===== src/hw/rtl/uart_rb_pkg.sv =====
// ----------------------------------------------------------------------------
// UART ring buffer package
// Shared constants, request and status codes, and pointer helpers.
// ----------------------------------------------------------------------------
package uart_rb_pkg;

   localparam int RX_DEPTH = 64;
   localparam int TX_DEPTH = 64;
   localparam int RX_AW    = $clog2(RX_DEPTH);
   localparam int TX_AW    = $clog2(TX_DEPTH);

   localparam int REQ_W    = 3;
   localparam int BYTE_W   = 8;
   localparam int STATUS_W = 2;
   localparam int PEND_W   = 8;

   localparam logic [BYTE_W-1:0] NEWLINE_BYTE = 8'h0A;
   localparam logic [PEND_W-1:0] PENDING_MAX  = {PEND_W{1'b1}};

   typedef enum logic [REQ_W-1:0] {
      REQ_LINE_RX  = 3'd0,
      REQ_TX_DRAIN = 3'd1,
      REQ_PUT      = 3'd2,
      REQ_GET      = 3'd3,
      REQ_FLUSH_RX = 3'd4,
      REQ_FLUSH_TX = 3'd5,
      REQ_FLUSH_TO = 3'd6,
      REQ_TAKE_MSG = 3'd7
   } req_code_type;

   typedef enum logic [STATUS_W-1:0] {
      ST_OK    = 2'd0,
      ST_EMPTY = 2'd1,
      ST_FULL  = 2'd2
   } status_code_type;

   function automatic logic [RX_AW-1:0] rx_next(input logic [RX_AW-1:0] p);
      logic [RX_AW-1:0] r;
      if (p == RX_AW'(RX_DEPTH - 1)) begin
         r = '0;
      end else begin
         r = p + RX_AW'(1);
      end
      return r;
   endfunction

   function automatic logic [TX_AW-1:0] tx_next(input logic [TX_AW-1:0] p);
      logic [TX_AW-1:0] r;
      if (p == TX_AW'(TX_DEPTH - 1)) begin
         r = '0;
      end else begin
         r = p + TX_AW'(1);
      end
      return r;
   endfunction

endpackage


===== src/hw/rtl/uart_rb_if.sv =====
// ----------------------------------------------------------------------------
// UART ring buffer channels
// Valid/ready request and response channels with source and sink modports.
// ----------------------------------------------------------------------------
interface uart_rb_req_if;
   import uart_rb_pkg::*;

   logic                valid;
   logic                ready;
   logic [REQ_W-1:0]    req_type;
   logic [BYTE_W-1:0]   data_byte;

   modport source (output valid, output req_type, output data_byte, input ready);
   modport sink   (input valid, input req_type, input data_byte, output ready);
endinterface

interface uart_rb_rsp_if;
   import uart_rb_pkg::*;

   logic                valid;
   logic                ready;
   logic [BYTE_W-1:0]   out_byte;
   logic                byte_valid;
   logic [STATUS_W-1:0] status;
   logic                msg_taken;
   logic                rx_nonempty;
   logic                tx_nonempty;

   modport source (output valid, output out_byte, output byte_valid, output status,
                   output msg_taken, output rx_nonempty, output tx_nonempty,
                   input ready);
   modport sink   (input valid, input out_byte, input byte_valid, input status,
                   input msg_taken, input rx_nonempty, input tx_nonempty,
                   output ready);
endinterface


===== src/hw/rtl/uart_rx_tx_ring_buffers.sv =====
// ----------------------------------------------------------------------------
// UART receive and transmit ring buffers
// Two byte rings held in synchronous memories, with a pending-message count.
// ----------------------------------------------------------------------------
// Each transaction is accepted in the idle state, which issues the memory reads
// at the read pointers; the execute state then uses the registered read data,
// writes back and loads the response register. A flush-to request stays in the
// execute state while it discards bytes, since every compare waits on the
// registered read of the receive memory. A response that is not taken holds the
// block in its execute state; one waiting response does not stop a new
// transaction from being accepted.
module uart_rx_tx_ring_buffers (
   input  logic          clock,
   input  logic          reset,
   uart_rb_req_if.sink   req_if,
   uart_rb_rsp_if.source rsp_if
);
   import uart_rb_pkg::*;

   typedef enum logic {S_IDLE, S_EXEC} state_type;

   state_type             state_ff, state_in;
   req_code_type          code_ff, code_in;
   logic [BYTE_W-1:0]     data_ff, data_in;
   logic [RX_AW-1:0]      rx_wr_ff, rx_wr_in, rx_rd_ff, rx_rd_in;
   logic [TX_AW-1:0]      tx_wr_ff, tx_wr_in, tx_rd_ff, tx_rd_in;
   logic [PEND_W-1:0]     pend_ff, pend_in;

   logic                  rsp_valid_ff, rsp_valid_in;
   logic [BYTE_W-1:0]     out_byte_ff, out_byte_in;
   logic                  byte_valid_ff, byte_valid_in;
   logic [STATUS_W-1:0]   status_ff, status_in;
   logic                  msg_taken_ff, msg_taken_in;
   logic                  rx_ne_ff, rx_ne_in;
   logic                  tx_ne_ff, tx_ne_in;

   logic [BYTE_W-1:0]     rx_mem [RX_DEPTH];
   logic [BYTE_W-1:0]     tx_mem [TX_DEPTH];
   logic [BYTE_W-1:0]     rx_rdata_ff, tx_rdata_ff;
   logic [RX_AW-1:0]      rx_raddr;
   logic                  rx_we, tx_we;

   logic                  rx_empty, rx_full, tx_empty, tx_full, out_free, walk;

   assign rx_empty = (rx_rd_ff == rx_wr_ff);
   assign tx_empty = (tx_rd_ff == tx_wr_ff);
   assign rx_full  = (rx_next(rx_wr_ff) == rx_rd_ff);
   assign tx_full  = (tx_next(tx_wr_ff) == tx_rd_ff);
   assign out_free = !rsp_valid_ff || rsp_if.ready;
   assign walk     = (code_ff == REQ_FLUSH_TO) && !rx_empty && (rx_rdata_ff != data_ff);

   assign req_if.ready       = (state_ff == S_IDLE);
   assign rsp_if.valid       = rsp_valid_ff;
   assign rsp_if.out_byte    = out_byte_ff;
   assign rsp_if.byte_valid  = byte_valid_ff;
   assign rsp_if.status      = status_ff;
   assign rsp_if.msg_taken   = msg_taken_ff;
   assign rsp_if.rx_nonempty = rx_ne_ff;
   assign rsp_if.tx_nonempty = tx_ne_ff;

   always_comb begin
      state_in      = state_ff;
      code_in       = code_ff;
      data_in       = data_ff;
      rx_wr_in      = rx_wr_ff;
      rx_rd_in      = rx_rd_ff;
      tx_wr_in      = tx_wr_ff;
      tx_rd_in      = tx_rd_ff;
      pend_in       = pend_ff;
      rsp_valid_in  = rsp_valid_ff && !rsp_if.ready;
      out_byte_in   = out_byte_ff;
      byte_valid_in = byte_valid_ff;
      status_in     = status_ff;
      msg_taken_in  = msg_taken_ff;
      rx_ne_in      = rx_ne_ff;
      tx_ne_in      = tx_ne_ff;
      rx_we         = 1'b0;
      tx_we         = 1'b0;
      rx_raddr      = rx_rd_ff;

      unique case (state_ff)
         S_IDLE: begin
            if (req_if.valid) begin
               code_in  = req_code_type'(req_if.req_type);
               data_in  = req_if.data_byte;
               state_in = S_EXEC;
            end
         end
         S_EXEC: begin
            if (walk) begin
               // discard one byte and fetch the next
               rx_rd_in = rx_next(rx_rd_ff);
               rx_raddr = rx_rd_in;
            end else if (out_free) begin
               out_byte_in   = '0;
               byte_valid_in = 1'b0;
               status_in     = ST_OK;
               msg_taken_in  = 1'b0;
               unique case (code_ff)
                  REQ_LINE_RX: begin
                     if (rx_full) begin
                        status_in = ST_FULL;
                     end else begin
                        rx_we    = 1'b1;
                        rx_wr_in = rx_next(rx_wr_ff);
                        if (data_ff == NEWLINE_BYTE && pend_ff != PENDING_MAX) begin
                           pend_in = pend_ff + PEND_W'(1);
                        end
                     end
                  end
                  REQ_TX_DRAIN: begin
                     if (tx_empty) begin
                        status_in = ST_EMPTY;
                     end else begin
                        out_byte_in   = tx_rdata_ff;
                        byte_valid_in = 1'b1;
                        tx_rd_in      = tx_next(tx_rd_ff);
                     end
                  end
                  REQ_PUT: begin
                     if (tx_full) begin
                        status_in = ST_FULL;
                     end else begin
                        tx_we    = 1'b1;
                        tx_wr_in = tx_next(tx_wr_ff);
                     end
                  end
                  REQ_GET: begin
                     if (rx_empty) begin
                        status_in = ST_EMPTY;
                     end else begin
                        out_byte_in   = rx_rdata_ff;
                        byte_valid_in = 1'b1;
                        rx_rd_in      = rx_next(rx_rd_ff);
                     end
                  end
                  REQ_FLUSH_RX: rx_rd_in = rx_wr_ff;
                  REQ_FLUSH_TX: tx_rd_in = tx_wr_ff;
                  REQ_FLUSH_TO: ;
                  REQ_TAKE_MSG: begin
                     if (pend_ff != '0) begin
                        pend_in      = pend_ff - PEND_W'(1);
                        msg_taken_in = 1'b1;
                     end
                  end
               endcase
               rx_ne_in     = (rx_rd_in != rx_wr_in);
               tx_ne_in     = (tx_rd_in != tx_wr_in);
               rsp_valid_in = 1'b1;
               state_in     = S_IDLE;
            end
         end
      endcase
   end

   always_ff @(posedge clock) begin
      if (reset) begin
         state_ff     <= S_IDLE;
         rx_wr_ff     <= '0;
         rx_rd_ff     <= '0;
         tx_wr_ff     <= '0;
         tx_rd_ff     <= '0;
         pend_ff      <= '0;
         rsp_valid_ff <= 1'b0;
      end else begin
         state_ff     <= state_in;
         rx_wr_ff     <= rx_wr_in;
         rx_rd_ff     <= rx_rd_in;
         tx_wr_ff     <= tx_wr_in;
         tx_rd_ff     <= tx_rd_in;
         pend_ff      <= pend_in;
         rsp_valid_ff <= rsp_valid_in;
      end
      code_ff       <= code_in;
      data_ff       <= data_in;
      out_byte_ff   <= out_byte_in;
      byte_valid_ff <= byte_valid_in;
      status_ff     <= status_in;
      msg_taken_ff  <= msg_taken_in;
      rx_ne_ff      <= rx_ne_in;
      tx_ne_ff      <= tx_ne_in;
   end

   always_ff @(posedge clock) begin
      if (rx_we) begin
         rx_mem[rx_wr_ff] <= data_ff;
      end
      rx_rdata_ff <= rx_mem[rx_raddr];
   end

   always_ff @(posedge clock) begin
      if (tx_we) begin
         tx_mem[tx_wr_ff] <= data_ff;
      end
      tx_rdata_ff <= tx_mem[tx_rd_ff];
   end

endmodule


===== src/flat_wrapper.sv =====
// flat-port wrapper written by rule: the top's interface ports become plain ports
module uart_rx_tx_ring_buffers_flat import uart_rb_pkg::*;
  (clock, reset, req_if_valid, req_if_req_type, req_if_data_byte, req_if_ready, rsp_if_valid, rsp_if_out_byte, rsp_if_byte_valid, rsp_if_status, rsp_if_msg_taken, rsp_if_rx_nonempty, rsp_if_tx_nonempty, rsp_if_ready);
  uart_rb_req_if req_if_i ();
  uart_rb_rsp_if rsp_if_i ();
  input  logic clock;
  input  logic reset;
  input wire logic [$bits(req_if_i.valid)-1:0] req_if_valid;
  input wire logic [$bits(req_if_i.req_type)-1:0] req_if_req_type;
  input wire logic [$bits(req_if_i.data_byte)-1:0] req_if_data_byte;
  output wire logic [$bits(req_if_i.ready)-1:0] req_if_ready;
  output wire logic [$bits(rsp_if_i.valid)-1:0] rsp_if_valid;
  output wire logic [$bits(rsp_if_i.out_byte)-1:0] rsp_if_out_byte;
  output wire logic [$bits(rsp_if_i.byte_valid)-1:0] rsp_if_byte_valid;
  output wire logic [$bits(rsp_if_i.status)-1:0] rsp_if_status;
  output wire logic [$bits(rsp_if_i.msg_taken)-1:0] rsp_if_msg_taken;
  output wire logic [$bits(rsp_if_i.rx_nonempty)-1:0] rsp_if_rx_nonempty;
  output wire logic [$bits(rsp_if_i.tx_nonempty)-1:0] rsp_if_tx_nonempty;
  input wire logic [$bits(rsp_if_i.ready)-1:0] rsp_if_ready;
  assign req_if_i.valid = req_if_valid;
  assign req_if_i.req_type = req_if_req_type;
  assign req_if_i.data_byte = req_if_data_byte;
  assign req_if_ready = req_if_i.ready;
  assign rsp_if_valid = rsp_if_i.valid;
  assign rsp_if_out_byte = rsp_if_i.out_byte;
  assign rsp_if_byte_valid = rsp_if_i.byte_valid;
  assign rsp_if_status = rsp_if_i.status;
  assign rsp_if_msg_taken = rsp_if_i.msg_taken;
  assign rsp_if_rx_nonempty = rsp_if_i.rx_nonempty;
  assign rsp_if_tx_nonempty = rsp_if_i.tx_nonempty;
  assign rsp_if_i.ready = rsp_if_ready;
  uart_rx_tx_ring_buffers u_core (.clock(clock), .reset(reset), .req_if(req_if_i), .rsp_if(rsp_if_i));
endmodule

===== config.mk =====
export PLATFORM = sky130hd
export DESIGN_NAME = uart_rx_tx_ring_buffers_flat
export DESIGN_NICKNAME = d
export VERILOG_FILES = /design/src/hw/rtl/uart_rb_pkg.sv /design/src/hw/rtl/uart_rb_if.sv /design/src/hw/rtl/uart_rx_tx_ring_buffers.sv /design/src/flat_wrapper.sv
export SDC_FILE = /design/constraint.sdc
export NUM_CORES = 1
export LEC_CHECK = 0
export ABC_CLOCK_PERIOD_IN_PS = 6100
export BUFFER_PORTS_ARGS = -buffer_cell sky130_fd_sc_hd__buf_4
export CAP_MARGIN = 0
export CORE_UTILIZATION = 63
export CTS_CLUSTER_SIZE = 10
export DETAILED_ROUTE_END_ITERATION = 8
export GPL_TIMING_DRIVEN = 0
export PLACE_DENSITY = 0.75
export SLEW_MARGIN = 20
export SYNTH_ARGS = -nofsm -noshare
export SYNTH_HDL_FRONTEND = slang
export SYNTH_SLANG_ARGS = --single-unit

===== constraint.sdc =====
create_clock -name clock -period 6.1 [get_ports clock]
set_input_delay 0.61 -clock clock [delete_from_list [all_inputs] [get_ports clock]]
set_output_delay 0.61 -clock clock [all_outputs]
set_load 0.01 [all_outputs]

==> qor_table.md <==
| Parameter | Reported | Unit |
|---|---|---|
| Clock-pin slew of the registers on the worst-case setup and hold paths | 0.05 | ns |
| Data arrival time of the worst path | 6.29 | ns |
| Ys flop type | sky130_fd_sc_hd__edfxtp_1 | - |
| Critical path peak fanout | 23 | - |
| TritonCTS buffer count | 120 | - |
| Max VDD drop | 0.3790 | mV |
| Result of the run | finished clean | - |
| Seq/Total Area, Yosys | 72.26 | % |
| Largest cells by area after synthesis | sky130_fd_sc_hd__edfxtp_1, sky130_fd_sc_hd__mux4_2, sky130_fd_sc_hd__dfxtp_1, sky130_fd_sc_hd__a21oi_1, sky130_fd_sc_hd__mux2i_1 | - |
| Overall die area | 72470 | sq um |
| Final count of hold timing violations | 0 | - |
| Via Count | 27090 | - |
| Fraction of layout cells with a size suffix above 1 | 15.64 | % |
| Total negative setup slack | 0 | ns |
| Achievable clock frequency | 0.1670 | GHz |
| Final Net Count | 3017 | - |
| Period minus WS final | 5.988 | ns |
| Internal power of the cells | 0.01220 | W |
| Dominant cell type by area after synthesis | sky130_fd_sc_hd__edfxtp_1 | - |
| Final cycle utilization of the critical path | 98.17 | % |
| Count of TritonRoute iterations in the first routing pass | 8 | - |
| Row cnt | 97 | - |
| Slew at the pin closest to its max-slew limit | 1.116 | ns |
| Worst setup slack after layout | 0.1117 | ns |
| Max Buffers Root-to-Sink | 3 | - |
| Part of the total power dissipated in sequential elements | 54.1 | % |
| Ys Warns | 0 | - |
| Number of input and output port buffers inserted | 29 | - |
| Max-cap viol count | 0 | - |
| Half-perimeter wire length after placement | 80020 | um |
| Most common library cell in the layout ignoring fill and taps | sky130_fd_sc_hd__edfxtp_1 | - |
| Data required, critical path | 6.40 | ns |
| Number of H-tree levels | 3 | - |
| Number of library cell types mapped by synthesis | 79 | - |
| Routability cong. | 0.9299 | - |
| DRC marker count from the first detailed-route iteration | 3744 | - |
| Source-to-sink clock delay at the later pin of the worst-skew pair | 0.69 | ns |
| Post-synth EDFFs | 1049 | - |
| Combinational group share of total power | 4.5 | % |
| Type of element capturing the critical path | flip-flop | - |
| Post-route clock skew | 0.02035 | ns |
| Switching fraction of total power | 20.86 | % |
| Global-route usage over all layers | 32.74 | % |
| Vertical die dimension | 269.2 | um |
| Synthesized area | 44980 | sq um |
| Clock network fraction of total power | 41.4 | % |
| Hold WC Path Type | primary input to flip-flop | - |
| Total power per unit cell area | 303.9 | nW/um^2 |
| Initial antenna violation count | 3 | - |
| Post-DR wirelength/cell | 29.56 | um |
| Nets in the synthesized netlist | 2809 | - |
| Placed instance area | 47300 | sq um |
| Synthesized area per cell | 16.16 | sq um |
| DRT antenna net count | 0 | - |
| Overall die width | 269.2 | um |
| Initial core utilization | 63.90 | % |
| Count of unresolved DRC violations after routing | 0 | - |
| Crit start category | flip-flop | - |
| Sum of routed wire length over all layers | 118300 | um |
| Share of flip-flops with an asynchronous set or reset | 0 | % |
| Lkg Pwr | 16.49 | nW |
| Global route total overflow | 0 | - |
| Synth top area share | 70.03 | % |
| Layout area overhead | 12.79 | % |
| Inserted Diodes | 0 | - |
| Number of global-route vias before repair | 27040 | - |
| Average via count per standard cell | 6.769 | - |
| Slew HR | 24.40 | % |
| Synthesized netlist cell count | 2783 | - |
| Max Slew Vio Count | 0 | - |
| Clock Sink Count | 1099 | - |
| Clock Root Buffer | sky130_fd_sc_hd__clkbuf_16 | - |
| Most frequent cells in the layout | sky130_fd_sc_hd__edfxtp_1, sky130_fd_sc_hd__clkbuf_1, sky130_fd_sc_hd__nor2_1 | - |
| Global-route wire length before repair | 173700 | um |
| Yosys reg bits | 1099 | - |
| Category of the critical setup timing path | flip-flop to flip-flop | - |
| Number of top-level pins | 31 | - |
| Switching power total | 0.003217 | W |
| Total of endpoints with negative setup slack in the final report | 0 | - |
| RSZ-0062 raised after global routing | true | - |
| Floorplan Core Area | 70390 | sq um |
| CTS tree | yes | - |
| Pre-CTS setup slack | -0.04554 | ns |
| Maximum number of pins on one net before global-route repair | 29 | - |
| Final instance area | 50730 | sq um |
| Post-CTS Hold Fix Bufs | 0 | - |
-- through the flow --
stage | utilization, % | hold WS [ns] | instances | total power (W)
global placement | 65.88 | 0.4859 | 3752 | 0.009114
finish | 72.07 | 0.1029 | 4002 | 0.01542
CTS | 71.95 | 0.07791 | 3998 | 0.01544
detailed placement | 67.19 | 0.5145 | 3805 | 0.009177
global route | 72.07 | 0.08606 | 4002 | 0.01576
floorplan | - | 0.4715 | 2783 | 0.008868
-- state kept, by name, summed over array words and instances, names as in the netlist, 2 cells and up --
signal / count
u_core.rx_wr_ff: 6
u_core.data_ff: 8
u_core.rsp_if.status: 2
u_core.rx_rd_ff: 6
u_core.rsp_if.out_byte: 8
u_core.tx_rd_ff: 6
u_core.rx_rdata_ff: 8
u_core.tx_rdata_ff: 8
u_core.pend_ff: 8
u_core.tx_mem: 512
u_core.tx_wr_ff: 6
u_core.code_ff: 3
u_core.rx_mem: 512
-- worst paths after layout --
kind / start / end / slack, ns / cells after the start
setup reg to reg: u_core.data_ff[3] / u_core.tx_mem[33][2] / 0.11 / 14
hold / removal: req_if_data_byte[1] / u_core.data_ff[1] / 0.10 / 1
setup / recovery: u_core.data_ff[3] / u_core.tx_mem[33][2] / 0.11 / 14
hold reg to reg: u_core.pend_ff[7] / u_core.pend_ff[7] / 0.53 / 2
-- metal layers --
| metal | GRT usage [%] | part of all wire, % |
|---|---|---|
| met5 | 0 | 0 |
| met4 | 14.63 | 4.9 |
| met3 | 4.640 | 8.3 |
| met2 | 53.94 | 49 |
| met1 | 43.95 | 38 |
-- worst max-delay path: stages (launching register included) --
cell and delay (ns):
sky130_fd_sc_hd__edfxtp_1 0.89, sky130_fd_sc_hd__buf_8 0.26, sky130_fd_sc_hd__buf_8 0.18, sky130_fd_sc_hd__xor2_1 0.08
sky130_fd_sc_hd__nor4_1 0.40, sky130_fd_sc_hd__a21o_1 0.26, sky130_fd_sc_hd__buf_2 0.29, sky130_fd_sc_hd__or3_1 0.17
sky130_fd_sc_hd__nand3_1 0.19, sky130_fd_sc_hd__inv_1 0.17, sky130_fd_sc_hd__clkbuf_2 0.60, sky130_fd_sc_hd__and2_1 0.22
sky130_fd_sc_hd__clkbuf_1 0.32, sky130_fd_sc_hd__nand3_1 0.66, sky130_fd_sc_hd__nor2_1 0.89
-- layout make-up --
type	count	area, sq um
buffer	196	825.8
clock buffer	185	3257
clock inverter	8	90.09
fill	4380	19660
inverter	18	67.56
multi-input combinational	1470	11640
sequential	1099	32500
tap	940	1176
timing repair buffer	86	1174
-- repair_timing --
item / in CTS / in global routing
pin swaps: 0 / 1
setup buffers: 0 / 4
gates resized for setup: 1 / 18
endpoints found under the setup margin: 32 / 202
-- Yosys cell counts, types with 17 or more instances --
cell,n
sky130_fd_sc_hd__mux4_2,160
sky130_fd_sc_hd__a31oi_1,17
sky130_fd_sc_hd__clkbuf_1,120
sky130_fd_sc_hd__mux2_2,35
sky130_fd_sc_hd__a21oi_1,166
sky130_fd_sc_hd__dfxtp_1,50
sky130_fd_sc_hd__xor2_1,23
sky130_fd_sc_hd__nor4_1,24
sky130_fd_sc_hd__a32o_1,24
sky130_fd_sc_hd__nand2_1,124
sky130_fd_sc_hd__o21ai_0,160
sky130_fd_sc_hd__mux2i_1,80
sky130_fd_sc_hd__nor2_1,194
sky130_fd_sc_hd__nand3_1,157
sky130_fd_sc_hd__edfxtp_1,1049
sky130_fd_sc_hd__xnor2_1,36
sky130_fd_sc_hd__o22ai_1,22
sky130_fd_sc_hd__buf_1,37
sky130_fd_sc_hd__buf_2,32
-- power groups by stage --
| stage | Clock, W | Combinational, W | Sequential (W) |
|---|---|---|---|
| 4_1_cts | 0.00641 | 0.000692 | 0.00834 |
| 3_5_place_dp | 0 | 0.000685 | 0.00849 |
| 3_3_place_gp | 0 | 0.000466 | 0.00865 |
| 2_1_floorplan | 0 | 0.000320 | 0.00855 |
| 6_report | 0.00639 | 0.000693 | 0.00834 |
| 5_1_grt | 0.00670 | 0.000727 | 0.00834 |
-- cells by family (layout without fill, tap and decap cells) --
group / Yosys count / in the layout / share of synthesized area [%]
XOR/XNOR: 59 / 59 / 1.149
AND/OR/NAND/NOR: 600 / 600 / 6.306
adder cells (fa/ha/maj): 11 / 11 / 0.3227
multiplexers: 281 / 281 / 10.82
flip-flops: 1099 / 1099 / 72.26
buffers and inverters: 214 / 493 / 1.983
AO/OA/AOI/OAI: 519 / 519 / 7.160
Power figures use the tool's default switching activity.
